--- src/c2p_pkg.sv ---
// Package for the conserved-to-primitive converter: widths, register
// indexes and the item structs. No dependencies.
package c2p_pkg;

  localparam int DATA_W = 32;
  localparam int FRAC_W = 16;
  localparam int GAM_W  = 17;
  localparam int FLR_W  = 31;
  localparam int QUO_W  = 32;
  localparam int VDVD_W = DATA_W + FRAC_W;
  localparam int KDVD_W = 2 * DATA_W;
  localparam int RDVD_W = FLR_W + FRAC_W;
  localparam int DIV_LAT = QUO_W + 1;
  localparam int CFG_IDX_W = 2;

  localparam logic [CFG_IDX_W-1:0] CFG_GAMMA = 2'd0;
  localparam logic [CFG_IDX_W-1:0] CFG_DFLR  = 2'd1;
  localparam logic [CFG_IDX_W-1:0] CFG_PFLR  = 2'd2;

  localparam logic [GAM_W-1:0] GAMMA_RST = 17'd43691;
  localparam logic [FLR_W-1:0] DFLR_RST  = 31'd1;
  localparam logic [FLR_W-1:0] PFLR_RST  = 31'd1;

  typedef struct packed {
    logic signed [DATA_W-1:0] density;
    logic signed [DATA_W-1:0] momentum_x;
    logic signed [DATA_W-1:0] momentum_y;
    logic signed [DATA_W-1:0] momentum_z;
    logic signed [DATA_W-1:0] total_energy;
  } in_item_t;

  typedef struct packed {
    logic        [FLR_W-1:0]  density_out;
    logic signed [DATA_W-1:0] velocity_x;
    logic signed [DATA_W-1:0] velocity_y;
    logic signed [DATA_W-1:0] velocity_z;
    logic        [FLR_W-1:0]  pressure;
    logic signed [DATA_W-1:0] energy_out;
  } out_item_t;

endpackage

--- src/c2p_div.sv ---
// Pipelined restoring divider: one quotient bit per stage, flags a quotient
// that does not fit QUO_W bits. Depends on c2p_pkg.
module c2p_div #(
  parameter int DVD_W = 48,
  parameter int DVS_W = 31
) (
  input  logic                            clk,
  input  logic                            en,
  input  logic [DVD_W-1:0]                dvd_i,
  input  logic [DVS_W-1:0]                dvs_i,
  output logic [c2p_pkg::QUO_W-1:0]       quot_o,
  output logic                            ovf_o
);
  import c2p_pkg::*;

  localparam int HI_W = DVD_W - QUO_W;
  localparam int CW   = (HI_W > DVS_W) ? HI_W : DVS_W;

  logic [DVS_W-1:0] rem_r  [0:QUO_W];
  logic [QUO_W-1:0] lo_r   [0:QUO_W];
  logic [QUO_W-1:0] quot_r [0:QUO_W];
  logic [DVS_W-1:0] dvs_r  [0:QUO_W];
  logic             ovf_r  [0:QUO_W];

  logic [DVS_W-1:0] rem_nxt  [0:QUO_W-1];
  logic [QUO_W-1:0] quot_nxt [0:QUO_W-1];

  logic [HI_W-1:0] hi;
  assign hi = dvd_i[DVD_W-1:QUO_W];

  always_comb begin
    logic [DVS_W:0] trial;
    logic           ge;
    for (int k = 0; k < QUO_W; k++) begin
      trial = {rem_r[k], lo_r[k][QUO_W-1]};
      ge = trial >= {1'b0, dvs_r[k]};
      rem_nxt[k] = ge ? DVS_W'(trial - {1'b0, dvs_r[k]}) : trial[DVS_W-1:0];
      quot_nxt[k] = {quot_r[k][QUO_W-2:0], ge};
    end
  end

  always_ff @(posedge clk) begin
    if (en) begin
      rem_r[0]  <= DVS_W'(hi);
      lo_r[0]   <= dvd_i[QUO_W-1:0];
      quot_r[0] <= '0;
      dvs_r[0]  <= dvs_i;
      ovf_r[0]  <= CW'(hi) >= CW'(dvs_i);
      for (int k = 0; k < QUO_W; k++) begin
        rem_r[k+1]  <= rem_nxt[k];
        lo_r[k+1]   <= {lo_r[k][QUO_W-2:0], 1'b0};
        quot_r[k+1] <= quot_nxt[k];
        dvs_r[k+1]  <= dvs_r[k];
        ovf_r[k+1]  <= ovf_r[k];
      end
    end
  end

  assign quot_o = quot_r[QUO_W];
  assign ovf_o  = ovf_r[QUO_W];

endmodule

--- config.mk ---
export PLATFORM = sky130hd
export DESIGN_NAME = c2p_div
export DESIGN_NICKNAME = d
export VERILOG_FILES = /design/src/c2p_pkg.sv /design/src/c2p_div.sv
export SDC_FILE = /design/constraint.sdc
export NUM_CORES = 2
export LEC_CHECK = 0
export BUFFER_PORTS_ARGS = -buffer_cell sky130_fd_sc_hd__buf_2
export CAP_MARGIN = 20
export CORE_ASPECT_RATIO = 0.8
export CORE_MARGIN = 3
export CORE_UTILIZATION = 60
export CTS_CLUSTER_DIAMETER = 40
export DETAILED_ROUTE_END_ITERATION = 6
export PLACE_DENSITY = 0.85
export SLEW_MARGIN = 20
export SYNTH_ARGS = -nofsm -noshare
export SYNTH_HDL_FRONTEND = slang
export SYNTH_MEMORY_MAX_BITS = 65536
export SYNTH_SLANG_ARGS = --single-unit
--- constraint.sdc ---
create_clock -name clk -period 5.6 [get_ports clk]
set_input_delay 0.28 -clock clk [delete_from_list [all_inputs] [get_ports clk]]
set_output_delay 0.28 -clock clk [all_outputs]
set_load 0.01 [all_outputs]
==> results.cfg <==
[timing]
worst_pin_slew_ns = 1.20
setup_tns_ns = 0
period_share_pct = 82.3
finalWorstSetupSlack_ns = 0.989
slew_viol_final = 0
fin_crit_ns = 4.61
setup-violations-final = 0
whs_ns = 0.0946
skew_ns = 0.0469
hold_viol = 0
slew_headroom_pct = 20.0
rsz0062_at_grt = false
fmax_mhz = 217

[global_route]
grt-ovfl-total = 0
track_usage_pct = 25.4
antenna_found_initial = 12
met2_usage_pct = 39.9
busiest_layer = met2
grt_pass1_vias = 96300
grt_pass1_wl_mm = 530
grt_use_met1_pct = 36.7
grt_use_met3_pct = 4.14
grt_start_max_net_pins = 189

[logic_synthesis]
yosys_warnings = 0
synth.mux.area_fraction_pct = 2.75
async_flop_share_pct = 0
synth_xor_xnor_area_share_pct = 4.59
synth_edf_count = 3058
ys.flop_type = edfxtp_1
seq_area_frac_synth_pct = 60.2
yosysTopAreaCell = edfxtp_1
synth_top_area_share_pct = 60.2
synth-compound-area-share_pct = 12.5
synthTopCellsByArea = edfxtp_1 (60%), ha_1 (8.2%), a21oi_1 (3.2%)
synth_top_family_by_area = compound AO/OA/AOI/OAI gates
netlist_area_um2 = 153000
syn_nets = 13400
synth-simple-area-share_pct = 7.63
synth.distinct_cells = 93
syn_inst = 12300
yosys_register_bits = 3058
syn_area_per_cell_um2 = 12.4
synth_fa_ha_area_share_pct = 8.56

[finish]
layout_common_cells = edfxtp_1 (3058), inv_1 (1240), ha_1 (994)
multiInputGateArea_um2 = 55200
synthToLayoutAreaGrowth_pct = 12.3
ff_latch_area_um2 = 91800
drive_gt1_share_pct = 9.91
nets = 13800
layout_commonest_cell = edfxtp_1
n_fill_cell = 17300
post-route-cell-area_um2 = 171000

[routing]
vias_per_cell = 6.02
drtPass1Iterations = 7
ant_nets = 0
vias = 98500
drt_iter0_drc = 9971
routed_wl_mm = 338
wl_per_cell_um = 20.7
route.detailed.drc = 3

[die]
core_area_um2 = 251000
rows = 164
die_w_um = 570
die-height_um = 457
initial_utilization_pct = 60.7
ios = 114
dieArea_um2 = 260000

[clock_tree]
hold_buffers = 80
cts_max_level = 5
cts_resized = 0
clkTransAtPathRegs_ns = 0.06
cts_root_buffer = clkbuf_16
clockBufferDepth = 4
postCtsSetupBuffers = 0
cts_tree = yes
clkLatencyLatePin_ns = 0.90
cts_buffers = 384
clock_sinks = 3058

[setup_path]
path_class = register to register
worst_setup_path_start_kind = register
arrival_ns = 5.24
worst_setup_path_end_kind = register
cp_max_fo = 25
rr_worst_depth = 14
cp.required_ns = 6.23

[min_path]
hold_class = input pin to register
hold_depth = 2

[power]
ir_drop_uv = 382
design_power_total_mw = 99.3
power_density_nw_per_um2 = 580
p_leak_nw = 68.9

[outcome]
outcome = finished, violations left
violations = design-rule violations

[place]
io_buffer_count = 113
place_congestion = 0.954
dpl.hpwl_mm = 238
post_dp_cell_area_um2 = 157000
dpl_worst_slack_ns = 0.955

[run]
maxCapViolCount = 0
power by group:
group	total [mW]	internal, mW	switching (mW)
Combinational	38.6	16.6	22.0
Clock	25.0	14.9	10.1
Sequential	35.7	32.4	3.33
Total	99.3	63.9	35.4
area by class of cell:
cell class,instances,area share [%]
sequential,3058,53.6
multi-input combinational,7747,32.2
tap,3320,2.43
antenna,9,0.0131
clock inverter,278,1.90
clock buffer,426,5.74
inverter,1241,2.72
timing repair buffer,283,1.35
flip-flops by register name (all words and copies together) (netlist names):
name    cells
dvs_r     992
rem_r     977
lo_r      528
quot_r    528
ovf_r      33
cells in the mapped netlist, drive strengths merged (41+ instances only):
master,instances
edfxtp,3058
inv,1241
ha,994
a21oi,981
o21ai,767
nand2,762
nor2,680
xnor2,481
a21o,479
mux2,349
xor2,319
clkbuf,192
nand4,162
nand3,160
nor2b,156
o21a,140
nand2b,139
nor3,122
o21bai,113
a31oi,106
and3,79
a211oi,72
o31ai,62
buf,57
a21boi,44
or3,41
stage by stage:
stage / instances / util (%)
floorplan: 12300 / -
global placement: 15600 / 62.6
detailed placement: 15600 / 62.6
CTS: 16400 / 68.2
global route: 16400 / 68.2
finish: 16400 / 68.2
critical path, cell delays in order (launching register included):
cell and delay, ns:
edfxtp_1 0.41, ha_1 0.25, fa_1 0.42, nor2b_1 0.14
o21a_1 0.14, o21ai_1 0.08, a2111oi_0 0.47, o21ai_0 0.21
a32oi_1 0.56, a21o_1 0.16, a21oi_1 0.09, o21ai_0 0.23
a2111o_1 0.37, buf_4 0.41, mux2_2 0.39
routing by layer:
| metal | wire, µm | part of all wire (%) | vias to the layer above |
|---|---|---|---|
| met5 | 7 | 0.0021 | - |
| met4 | 10000 | 3.0 | 2 |
| met3 | 24100 | 7.1 | 734 |
| met2 | 155000 | 46 | 3895 |
| met1 | 149000 | 44 | 47600 |
| li1 | - | - | 46300 |
cell families after synthesis:
group / count (synthesis)
xor+xnor: 800
mux: 375
buf+inv: 1490
simple gates: 2466
flops: 3058
fa+ha+maj: 1025
compound gates: 3081
path summary, 6_finish.rpt:
| check | startpoint | end | slack, ns |
|---|---|---|---|
| setup / recovery | dvs_r[0][310] | rem_r[0][350] | 0.99 |
| hold / removal | dvd_i[12] | lo_r[0][12] | 0.09 |
| setup reg to reg | dvs_r[0][310] | rem_r[0][350] | 0.99 |
| hold reg to reg | lo_r[0][48] | lo_r[0][81] | 0.40 |
(Power assumes the default switching activity.)
